**src/rtl/hpd_pkg.sv**
```systemverilog
// shared constants and types for the heading pd differential thrust block
`default_nettype none

package hpd_pkg;

    // field widths
    localparam int HEADING_W = 12;
    localparam int RANGE_W   = 16;
    localparam int ERROR_W   = 12;
    localparam int DRIVE_W   = 11;
    localparam int WIDTH_W   = 16;
    localparam int CFG_IDX_W = 3;
    localparam int CFG_DAT_W = 16;

    // controller constants
    localparam int RANGE_SAT   = 120;
    localparam int HALF_TURN   = 1800;
    localparam int FULL_TURN   = 3600;
    localparam int DRIVE_LIMIT = 1000;

    // divide by ten: floor(n * 838861 / 2^23) is exact for n below 2^22
    localparam int DIV10_MUL   = 838861;
    localparam int DIV10_SHIFT = 23;

    // register indexes
    typedef enum logic [CFG_IDX_W-1:0] {
        CFG_TARGET_HEADING = 3'd0,
        CFG_KP_TENTHS      = 3'd1,
        CFG_KD_GAIN        = 3'd2,
        CFG_PW_NEUTRAL     = 3'd3,
        CFG_PW_MIN         = 3'd4,
        CFG_PW_MAX         = 3'd5
    } cfg_index_t;

endpackage

`default_nettype wire

```
**src/rtl/heading_pd_differential_thrust.sv**
```systemverilog
// Heading PD controller with angle wrap and differential thrust outputs.
// Five register stages lie between input accept and result valid
// (input, error, products, divide-by-ten multiply, clamp/output).
// Throughput: one item per cycle; each stage moves when its successor frees up.
// Reset (aresetn low, synchronous): pipeline emptied, last error cleared,
// registers back to target 0, kp 10, kd 0, neutral 2765, min 2028, max 3502.
`default_nettype none

module heading_pd_differential_thrust (
    input  wire logic                                 aclk,
    input  wire logic                                 aresetn,
    // input items
    input  wire logic                                 s_valid,
    output logic                                      s_ready,
    input  wire logic [hpd_pkg::HEADING_W-1:0]        s_heading_now,
    input  wire logic [hpd_pkg::RANGE_W-1:0]          s_range_cm,
    input  wire logic                                 s_adjust_enable,
    // result items
    output logic                                      m_valid,
    input  wire logic                                 m_ready,
    output logic signed [hpd_pkg::ERROR_W-1:0]        m_heading_error,
    output logic signed [hpd_pkg::DRIVE_W-1:0]        m_drive,
    output logic [hpd_pkg::WIDTH_W-1:0]               m_left_width,
    output logic [hpd_pkg::WIDTH_W-1:0]               m_right_width,
    // register writes
    input  wire logic                                 cfg_valid,
    output logic                                      cfg_ready,
    input  wire logic [hpd_pkg::CFG_IDX_W-1:0]        cfg_index,
    input  wire logic [hpd_pkg::CFG_DAT_W-1:0]        cfg_data
);
    import hpd_pkg::*;

    // configuration registers
    logic [11:0] target_reg;
    logic [7:0]  kp_reg;
    logic [6:0]  kd_reg;
    logic [15:0] neutral_reg;
    logic [15:0] pw_min_reg;
    logic [15:0] pw_max_reg;

    // stage valids and load enables
    logic v1_reg, v2_reg, v3_reg, v4_reg, v5_reg;
    logic en1, en2, en3, en4, en5;

    // stage 1: captured input
    logic [11:0] heading1_reg;
    logic [6:0]  range1_reg;
    logic        adjust1_reg;
    logic [6:0]  range_sat;

    // stage 2: wrapped error and error change
    logic signed [11:0] last_error_reg;
    logic signed [11:0] err2_reg;
    logic signed [12:0] diff2_reg;
    logic [11:0]        range30;
    logic signed [13:0] desired_raw;
    logic signed [13:0] desired_wrap;
    logic signed [13:0] desired;
    logic signed [13:0] err_raw;
    logic signed [13:0] err_wrap;
    logic signed [11:0] err_next;
    logic signed [12:0] diff_next;

    // stage 3: proportional magnitude and derivative product
    logic signed [11:0] err3_reg;
    logic [18:0]        pmag3_reg;
    logic               pneg3_reg;
    logic signed [19:0] pd3_reg;
    logic signed [11:0] err_neg;
    logic [10:0]        err_mag;
    logic [18:0]        pmag_next;
    logic signed [19:0] pd_next;

    // stage 4: proportional term divided by ten
    logic signed [11:0] err4_reg;
    logic [15:0]        q4_reg;
    logic               pneg4_reg;
    logic signed [19:0] pd4_reg;
    logic [38:0]        q_full;

    // stage 5: drive clamp and pulse widths
    logic signed [11:0] err5_reg;
    logic signed [10:0] drive5_reg;
    logic [15:0]        left5_reg;
    logic [15:0]        right5_reg;
    logic signed [16:0] pterm;
    logic signed [20:0] drive_sum;
    logic signed [10:0] drive_next;
    logic signed [17:0] left_raw;
    logic signed [17:0] right_raw;

    // raise to min first, then lower to max (max wins)
    function automatic logic [15:0] clamp_width(
        input logic signed [17:0] v,
        input logic [15:0]        lo,
        input logic [15:0]        hi
    );
        logic signed [17:0] r;
        r = v;
        if (r < $signed({2'b00, lo})) r = $signed({2'b00, lo});
        if (r > $signed({2'b00, hi})) r = $signed({2'b00, hi});
        return r[15:0];
    endfunction

    // register writes are always taken
    assign cfg_ready = 1'b1;

    always_ff @(posedge aclk) begin
        if (!aresetn) begin
            target_reg  <= 12'd0;
            kp_reg      <= 8'd10;
            kd_reg      <= 7'd0;
            neutral_reg <= 16'd2765;
            pw_min_reg  <= 16'd2028;
            pw_max_reg  <= 16'd3502;
        end else if (cfg_valid && cfg_ready) begin
            unique case (cfg_index)
                CFG_TARGET_HEADING: target_reg  <= cfg_data[11:0];
                CFG_KP_TENTHS:      kp_reg      <= cfg_data[7:0];
                CFG_KD_GAIN:        kd_reg      <= cfg_data[6:0];
                CFG_PW_NEUTRAL:     neutral_reg <= cfg_data;
                CFG_PW_MIN:         pw_min_reg  <= cfg_data;
                CFG_PW_MAX:         pw_max_reg  <= cfg_data;
                default: ;
            endcase
        end
    end

    // a stage loads when it is empty or its item moves on
    assign en5     = !v5_reg || m_ready;
    assign en4     = !v4_reg || en5;
    assign en3     = !v3_reg || en4;
    assign en2     = !v2_reg || en3;
    assign en1     = !v1_reg || en2;
    assign s_ready = en1;

    always_ff @(posedge aclk) begin
        if (!aresetn) begin
            v1_reg         <= 1'b0;
            v2_reg         <= 1'b0;
            v3_reg         <= 1'b0;
            v4_reg         <= 1'b0;
            v5_reg         <= 1'b0;
            last_error_reg <= '0;
        end else begin
            if (en1) v1_reg <= s_valid;
            if (en2) v2_reg <= v1_reg;
            if (en3) v3_reg <= v2_reg;
            if (en4) v4_reg <= v3_reg;
            if (en5) v5_reg <= v4_reg;
            if (en2 && v1_reg) last_error_reg <= err_next;
        end
    end

    // range saturation at the input
    assign range_sat = (s_range_cm > RANGE_W'(RANGE_SAT)) ? 7'(RANGE_SAT) : s_range_cm[6:0];

    always_ff @(posedge aclk) begin
        if (en1) begin
            heading1_reg <= s_heading_now;
            range1_reg   <= range_sat;
            adjust1_reg  <= s_adjust_enable;
        end
    end

    // desired heading and wrapped error
    always_comb begin
        range30     = ({5'd0, range1_reg} << 5) - ({5'd0, range1_reg} << 1);
        desired_raw = $signed({2'b00, target_reg}) + $signed({2'b00, range30})
                      - 14'(HALF_TURN);
        if (desired_raw < 14'sd0) begin
            desired_wrap = desired_raw + 14'(FULL_TURN);
        end else if (desired_raw >= 14'(FULL_TURN)) begin
            desired_wrap = desired_raw - 14'(FULL_TURN);
        end else begin
            desired_wrap = desired_raw;
        end
        desired = adjust1_reg ? desired_wrap : $signed({2'b00, target_reg});
        err_raw = desired - $signed({2'b00, heading1_reg});
        if (err_raw < -14'(HALF_TURN)) begin
            err_wrap = err_raw + 14'(FULL_TURN);
        end else if (err_raw > 14'(HALF_TURN)) begin
            err_wrap = err_raw - 14'(FULL_TURN);
        end else begin
            err_wrap = err_raw;
        end
        err_next  = err_wrap[11:0];
        diff_next = {err_next[11], err_next} - {last_error_reg[11], last_error_reg};
    end

    always_ff @(posedge aclk) begin
        if (en2) begin
            err2_reg  <= err_next;
            diff2_reg <= diff_next;
        end
    end

    // gain products
    always_comb begin
        err_neg   = -err2_reg;
        err_mag   = err2_reg[11] ? err_neg[10:0] : err2_reg[10:0];
        pmag_next = {11'd0, kp_reg} * {8'd0, err_mag};
        pd_next   = 20'($signed({1'b0, kd_reg})) * 20'(diff2_reg);
    end

    always_ff @(posedge aclk) begin
        if (en3) begin
            err3_reg  <= err2_reg;
            pmag3_reg <= pmag_next;
            pneg3_reg <= err2_reg[11];
            pd3_reg   <= pd_next;
        end
    end

    // magnitude divided by ten, truncation toward zero via the sign split
    assign q_full = {20'd0, pmag3_reg} * 39'(DIV10_MUL);

    always_ff @(posedge aclk) begin
        if (en4) begin
            err4_reg  <= err3_reg;
            q4_reg    <= q_full[DIV10_SHIFT +: 16];
            pneg4_reg <= pneg3_reg;
            pd4_reg   <= pd3_reg;
        end
    end

    // drive sum, clamp and differential widths
    always_comb begin
        pterm     = pneg4_reg ? -$signed({1'b0, q4_reg}) : $signed({1'b0, q4_reg});
        drive_sum = 21'(pterm) + 21'(pd4_reg);
        if (drive_sum > 21'(DRIVE_LIMIT)) begin
            drive_next = 11'(DRIVE_LIMIT);
        end else if (drive_sum < -21'(DRIVE_LIMIT)) begin
            drive_next = -11'(DRIVE_LIMIT);
        end else begin
            drive_next = drive_sum[10:0];
        end
        left_raw  = $signed({2'b00, neutral_reg}) + 18'(drive_next);
        right_raw = $signed({2'b00, neutral_reg}) - 18'(drive_next);
    end

    always_ff @(posedge aclk) begin
        if (en5) begin
            err5_reg   <= err4_reg;
            drive5_reg <= drive_next;
            left5_reg  <= clamp_width(left_raw, pw_min_reg, pw_max_reg);
            right5_reg <= clamp_width(right_raw, pw_min_reg, pw_max_reg);
        end
    end

    // result item
    assign m_valid         = v5_reg;
    assign m_heading_error = err5_reg;
    assign m_drive         = drive5_reg;
    assign m_left_width    = left5_reg;
    assign m_right_width   = right5_reg;

endmodule

`default_nettype wire

```
**config.mk**
```make
export PLATFORM = sky130hd
export DESIGN_NAME = heading_pd_differential_thrust
export DESIGN_NICKNAME = d
export VERILOG_FILES = /design/src/rtl/hpd_pkg.sv /design/src/rtl/heading_pd_differential_thrust.sv
export SDC_FILE = /design/constraint.sdc
export NUM_CORES = 1
export LEC_CHECK = 0
export BUFFER_PORTS_ARGS = -buffer_cell sky130_fd_sc_hd__buf_2
export CORE_UTILIZATION = 58
export DETAILED_ROUTE_END_ITERATION = 10
export PLACE_DENSITY = 0.85
export SLEW_MARGIN = 30
export SYNTH_ARGS = -nofsm -noshare
export SYNTH_HDL_FRONTEND = slang
export SYNTH_SLANG_ARGS = --single-unit
export TNS_END_PERCENT = 50
```
**constraint.sdc**
```tcl
create_clock -name aclk -period 11.04 [get_ports aclk]
set_clock_uncertainty 0.2 [all_clocks]
set_input_delay 2.208 -clock aclk [delete_from_list [all_inputs] [get_ports aclk]]
set_output_delay 2.208 -clock aclk [all_outputs]
set_load 0.01 [all_outputs]
```
==> key figures, run 1 <==
Run status
  – Outcome: finished clean

Setup path
  – Cell mode on critical path: o21ai_1
  – Buf/Inv on CP: 1
  – Critical path arrival: about 11 ns
  – Worst EP required: ~11 ns
  – CP endpoint kind: flop
  – Top delay family on crit path: compound AO/OA/AOI/OAI gates
  – Worst Path Class, Setup: flop to flop
  – Largest stage delay, worst path: around 0.54 ns
  – Max FO, Critical Path: 6
  – Crit start category: flop
  – Slowest CP cell: or4_4

Place
  – Gpl congestion: around 0.97
  – HPWL after DPL: about 57000 µm
  – Port Buffers: approximately 110

Floorplan
  – # rows: approximately 80
  – DIE AREA: just over 50000 µm²
  – CORE AREA: about 50000 µm²
  – Die height: approximately 230 µm
  – I/O pins: 111
  – Die width: between 200 and 250 µm
  – Initial Utilization: roughly 60%

Logic synthesis
  – Asr flop ratio synth: 0%
  – Mapped Avg Cell Area: 9.63 µm²
  – Seq/Total Area, Yosys: roughly 27%
  – Synthesized instance count: roughly 3k
  – Synthesized-area fraction occupied by adder cells: about a third
  – Synth warnings: 0
  – Synth Area in XOR/XNOR: 4.54%
  – Mux contribution to synthesized area: under 10%
  – Post-synthesis cell type count: 91
  – #FFs+latches synth: 291
  – Post-synthesis compound-gate area fraction: between 10% and 20%
  – Post-synth EDFFs: between 150 and 200
  – Main combinational cell family by area after synthesis: adder cells
  – Synth Cell Area: slightly below 30000 µm²
  – Mapped Nets: 3683
  – Ys flop type: edfxtp_1
  – Simple-gate share of the synthesized area: between 10% and 20%

Global routing
  – Largest net degree at the start of global routing: 56
  – Total global routing track utilization: roughly 28%
  – Vias in the first global route: roughly 22k
  – Initial antenna violation count: 4
  – First-pass GRT wire length: around 110000 µm
  – GRT Residual Overflow: 0

Cells and area
  – Area Overhead vs Synth: 10.6%
  – Share of cells above drive strength 1: between 10% and 20%
  – Layout Nets: 3818
  – Most common cell after layout, fill and taps aside: inv_1
  – Fill cells: approximately 3.8k
  – Commonest cells after routing, fill and taps aside: 480 x inv_1, 390 x ha_1, 274 x nand2_1

Clocking
  – CTS tree: yes
  – Sink Count: slightly below 300
  – Worst skew pair latency: 0.61 ns
  – Worst-path clk slew: roughly 0.070 ns
  – CTS root buf: clkbuf_16
  – Clock buffer depth: 3
  – CTS Buf Count: 31
  – Htree depth: 1
  – CTS Hold Bufs: 0

STA
  – Max Clock Freq: 92.4 MHz
  – Final period util: about 100%
  – Actual slew at the worst max-slew pin: 0.957 ns
  – Fin. max-slew vios: 0
  – Hold slack final: 0.210 ns
  – Final-report setup violation count: 0
  – Setup tns final: 0 ns
  – Min Tclk post-route: roughly 11 ns
  – Hold Fails Final Rpt: 0
  – Slew headroom: 34.4%

Detailed routing
  – Total number of vias: between 20k and 25k
  – Drt drc: 0
  – First drt pass iteration count: 6
  – Vias per std cell: between 5 and 6
  – DR iter-0 viols: around 1.7k
  – WL final: just over 70000 µm
  – Wire length per cell: ~19 µm
  – Final ANT Viol Nets: 0

Min path
  – Worst Hold Class: flop to flop

Run
  – Max cap viols: 0
-- cell families after synthesis --
family,count (synthesis)
AO/OA/AOI/OAI,516
XOR/XNOR,150
adder cells (fa/ha/maj),628
buffers and inverters,542
flip-flops,291
multiplexers,69
other,1
AND/OR/NAND/NOR,805
-- cell usage after synthesis, types with 5 or more instances --
cell | n | area (µm²)
nor3_1 | 48 | 240
nand2b_1 | 37 | 231
and3_1 | 9 | 56.3
a31oi_1 | 11 | 68.8
dfxtp_1 | 92 | 1840
xnor2_1 | 122 | 1070
o31ai_1 | 10 | 75.1
o311a_1 | 5 | 50.1
or3_1 | 24 | 150
xor2_1 | 28 | 245
o21a_1 | 31 | 233
clkbuf_1 | 51 | 191
or4_1 | 6 | 45.0
mux2_2 | 51 | 574
and2_1 | 119 | 744
nand3b_1 | 7 | 52.6
a31o_2 | 6 | 52.6
mux2i_1 | 18 | 180
o21ai_0 | 88 | 440
ha_1 | 400 | 5000
inv_1 | 483 | 1810
o21bai_1 | 5 | 37.5
or2_2 | 9 | 56.3
a211o_1 | 14 | 123
a21boi_0 | 10 | 75.1
nor2b_1 | 30 | 188
o31a_1 | 5 | 43.8
nand4_1 | 15 | 93.8
a21o_1 | 37 | 278
o2111ai_1 | 8 | 70.1
edfxtp_1 | 199 | 5980
fa_1 | 228 | 4560
nor2_1 | 157 | 589
nand3_1 | 35 | 175
a211oi_1 | 20 | 150
a21oi_1 | 151 | 756
nand2_1 | 276 | 1040
nor4_1 | 7 | 43.8
o211ai_1 | 37 | 278
a2111oi_0 | 8 | 70.1
o41ai_1 | 8 | 70.1
-- what timing repair did --
action	4_1_cts	5_1_grt
pin swaps	3	47
endpoints found under the setup margin	32	33
buffers inserted	0	7
gates resized for setup	6	88
-- layout make-up --
type | instances | area (µm²) | share of cell area [%]
timing repair buffer | 159 | 957 | 2.99
inverter | 485 | 1820 | 5.70
sequential | 291 | 7820 | 24.5
antenna | 4 | 10.0 | 0.0313
clock inverter | 24 | 223 | 0.697
tap | 664 | 831 | 2.60
multi-input combinational | 2169 | 19500 | 60.9
clock buffer | 34 | 828 | 2.59
-- final timing paths --
path	start	endpoint	slack (ns)	cells past startpoint
worst max-delay path	q4_reg[4]$_DFFE_PP_	m_left_width[7]$_DFFE_PP_	0.22	42
worst min-delay path	err4_reg[0]$_DFFE_PP_	m_heading_error[0]$_DFFE_PP_	0.21	0
worst min register to register	err4_reg[0]$_DFFE_PP_	m_heading_error[0]$_DFFE_PP_	0.21	0
worst max register to register	q4_reg[4]$_DFFE_PP_	m_left_width[7]$_DFFE_PP_	0.22	42
-- metrics by stage --
step | instances | worst slack [ns] | area (µm²) | util (%)
after floorplan | 3002 | 0.0138 | 28900 | -
after global placement | 3761 | 0.0738 | 30400 | 62.0
after global routing | 3827 | -0.0719 | 32000 | 65.2
after CTS | 3819 | 0.00790 | 31500 | 64.2
final | 3830 | 0.216 | 32000 | 65.2
after detailed placement | 3761 | -0.245 | 30400 | 62.0
-- per-layer routing --
layer / up-vias / part of all wire [%] / global-route usage (%)
met5: - / 0.017 / 0
met4: 2 / 5.1 / 13.4
met3: 216 / 7.2 / 4.43
met2: 830 / 48 / 48.4
met1: 10800 / 39 / 34.1
li1: 10500 / - / -
Power of run 1 is not shown: default switching activity piles up to over one toggle a cycle in this logic, so the estimate is an artifact.
==> run 2, diff against run 1 <==
--- a/config.mk
+++ b/config.mk
@@ -6,7 +6,7 @@
 export NUM_CORES = 1
 export LEC_CHECK = 0
 export BUFFER_PORTS_ARGS = -buffer_cell sky130_fd_sc_hd__buf_2
-export CORE_UTILIZATION = 58
+export CORE_UTILIZATION = 60
 export DETAILED_ROUTE_END_ITERATION = 10
 export PLACE_DENSITY = 0.85
 export SLEW_MARGIN = 30
==> constraint.sdc (replaced) <==
create_clock -name aclk -period 13.2 [get_ports aclk]
set_clock_uncertainty 0.2 [all_clocks]
set_input_delay 2.64 -clock aclk [delete_from_list [all_inputs] [get_ports aclk]]
set_output_delay 2.64 -clock aclk [all_outputs]
set_load 0.01 [all_outputs]
==> key figures, run 2 (synthesis gave the netlist of run 1 again) <==
Run status
  – Outcome: finished clean

Floorplan
  – CORE AREA: ~48000 µm²
  – DIE AREA: just under 50000 µm²
  – Die height: 222 µm
  – # rows: 80
  – Initial Utilization: approximately three fifths
  – Die width: roughly 220 µm
  – I/O pins: around 110

Detailed routing
  – Wire length per cell: 19.5 µm
  – Drt drc: 0
  – WL final: around 73000 µm
  – Total number of vias: between 20k and 25k
  – Final ANT Viol Nets: 0
  – First drt pass iteration count: 7
  – Vias per std cell: 5.89
  – DR iter-0 viols: between 1.5k and 2k

Global routing
  – GRT Residual Overflow: 0
  – Vias in the first global route: around 22k
  – Initial antenna violation count: 8
  – First-pass GRT wire length: between 100000 and 150000 µm
  – Largest net degree at the start of global routing: 65
  – Total global routing track utilization: approximately 30%

Place
  – Gpl congestion: around 0.94
  – HPWL after DPL: just under 60000 µm
  – Port Buffers: between 100 and 150

Setup path
  – Reg-to-Reg Start: q4_reg[4]$_DFFE_PP_
  – Slowest CP cell: or4_1
  – CP endpoint kind: flop
  – Top delay family on crit path: compound AO/OA/AOI/OAI gates
  – Cell count of the worst reg-to-reg path: 41
  – Worst EP required: about 13 ns
  – Crit start category: flop
  – Largest stage delay, worst path: approximately 0.60 ns
  – Critical path arrival: between 10 and 15 ns
  – Crit path launch: q4_reg[4]$_DFFE_PP_
  – Buf/Inv on CP: 1
  – Worst Path Class, Setup: flop to flop
  – Stages on the worst setup path: ~40
  – Max FO, Critical Path: 14

Clocking
  – Clock buffer depth: 3
  – Worst skew pair latency: 0.57 ns
  – CTS Buf Count: 34
  – Htree depth: 2
  – Worst-path clk slew: roughly 0.060 ns
  – CTS Hold Bufs: 0
  – CTS root buf: clkbuf_16
  – CTS tree: yes
  – Sink Count: ~290

Min path
  – Worst Hold Class: flop to flop
  – HP Start: pd3_reg[18]$_DFFE_PP_
  – Hold path depth: 0

Cells and area
  – Area Overhead vs Synth: 8.12%
  – Fill cells: 3664
  – Share of cells above drive strength 1: 8.64%
  – Most common cell after layout, fill and taps aside: inv_1
  – Commonest cells after routing, fill and taps aside: 480 x inv_1, 399 x ha_1, 275 x nand2_1
  – Layout Nets: ~3.8k
  – Post-layout util: between 60% and 70%

STA
  – RSZ-0062 raised after global routing: no
  – Final-report setup violation count: 0
  – Fin. max-slew vios: 0
  – Max Clock Freq: 81.1 MHz
  – Hold Fails Final Rpt: 0
  – Final period util: around 93%
  – Hold slack final: between 0.2 and 0.25 ns
  – Slew headroom: roughly 29%
  – Min Tclk post-route: roughly 12 ns
  – Actual slew at the worst max-slew pin: 1.06 ns
  – Setup tns final: 0 ns

Run
  – Max cap viols: 0
-- run 2: final cells by class --
class / count / area [µm²] / share of cell area, %
well taps: 615 / 769 / 2.46
flip-flops and latches: 291 / 7820 / 25.0
inverters: 485 / 1820 / 5.83
diodes: 3 / 7.51 / 0.0240
clock inverters: 19 / 201 / 0.644
clock buffers: 43 / 927 / 2.97
repair buffers: 119 / 621 / 1.99
multi-input cells: 2169 / 19100 / 61.1
-- run 2: path summary, 6_finish.rpt --
path / end / slack (ns)
max: m_left_width[3]$_DFFE_PP_ / 0.87
min: pd4_reg[18]$_DFFE_PP_ / 0.22
max reg2reg: m_left_width[3]$_DFFE_PP_ / 0.87
min reg2reg: pd4_reg[18]$_DFFE_PP_ / 0.22
-- run 2: per-stage QoR --
step / worst slack [ns] / std cells / cell area [µm²]
final: 0.869 / 3744 / 31300
after global routing: 0.0563 / 3741 / 31300
after global placement: 1.08 / 3679 / 30100
after CTS: 0.747 / 3741 / 31200
after detailed placement: 0.840 / 3679 / 30100
after floorplan: 2.17 / 3002 / 28900
-- run 2: routing by layer --
metal | global-route usage [%] | part of all wire, % | vias up
met5 | 0 | 0.091 | -
met4 | 15.1 | 5.2 | 10
met3 | 4.02 | 5.7 | 217
met1 | 36.3 | 39 | 10700
met2 | 52.1 | 50 | 717
li1 | - | - | 10400
-- run 2: repair_timing --
action,4_1_cts,5_1_grt
setup endpoints to repair,0,13
setup buffers,0,0
gates resized for setup,0,2
Power of run 2 is left out for the same reason.
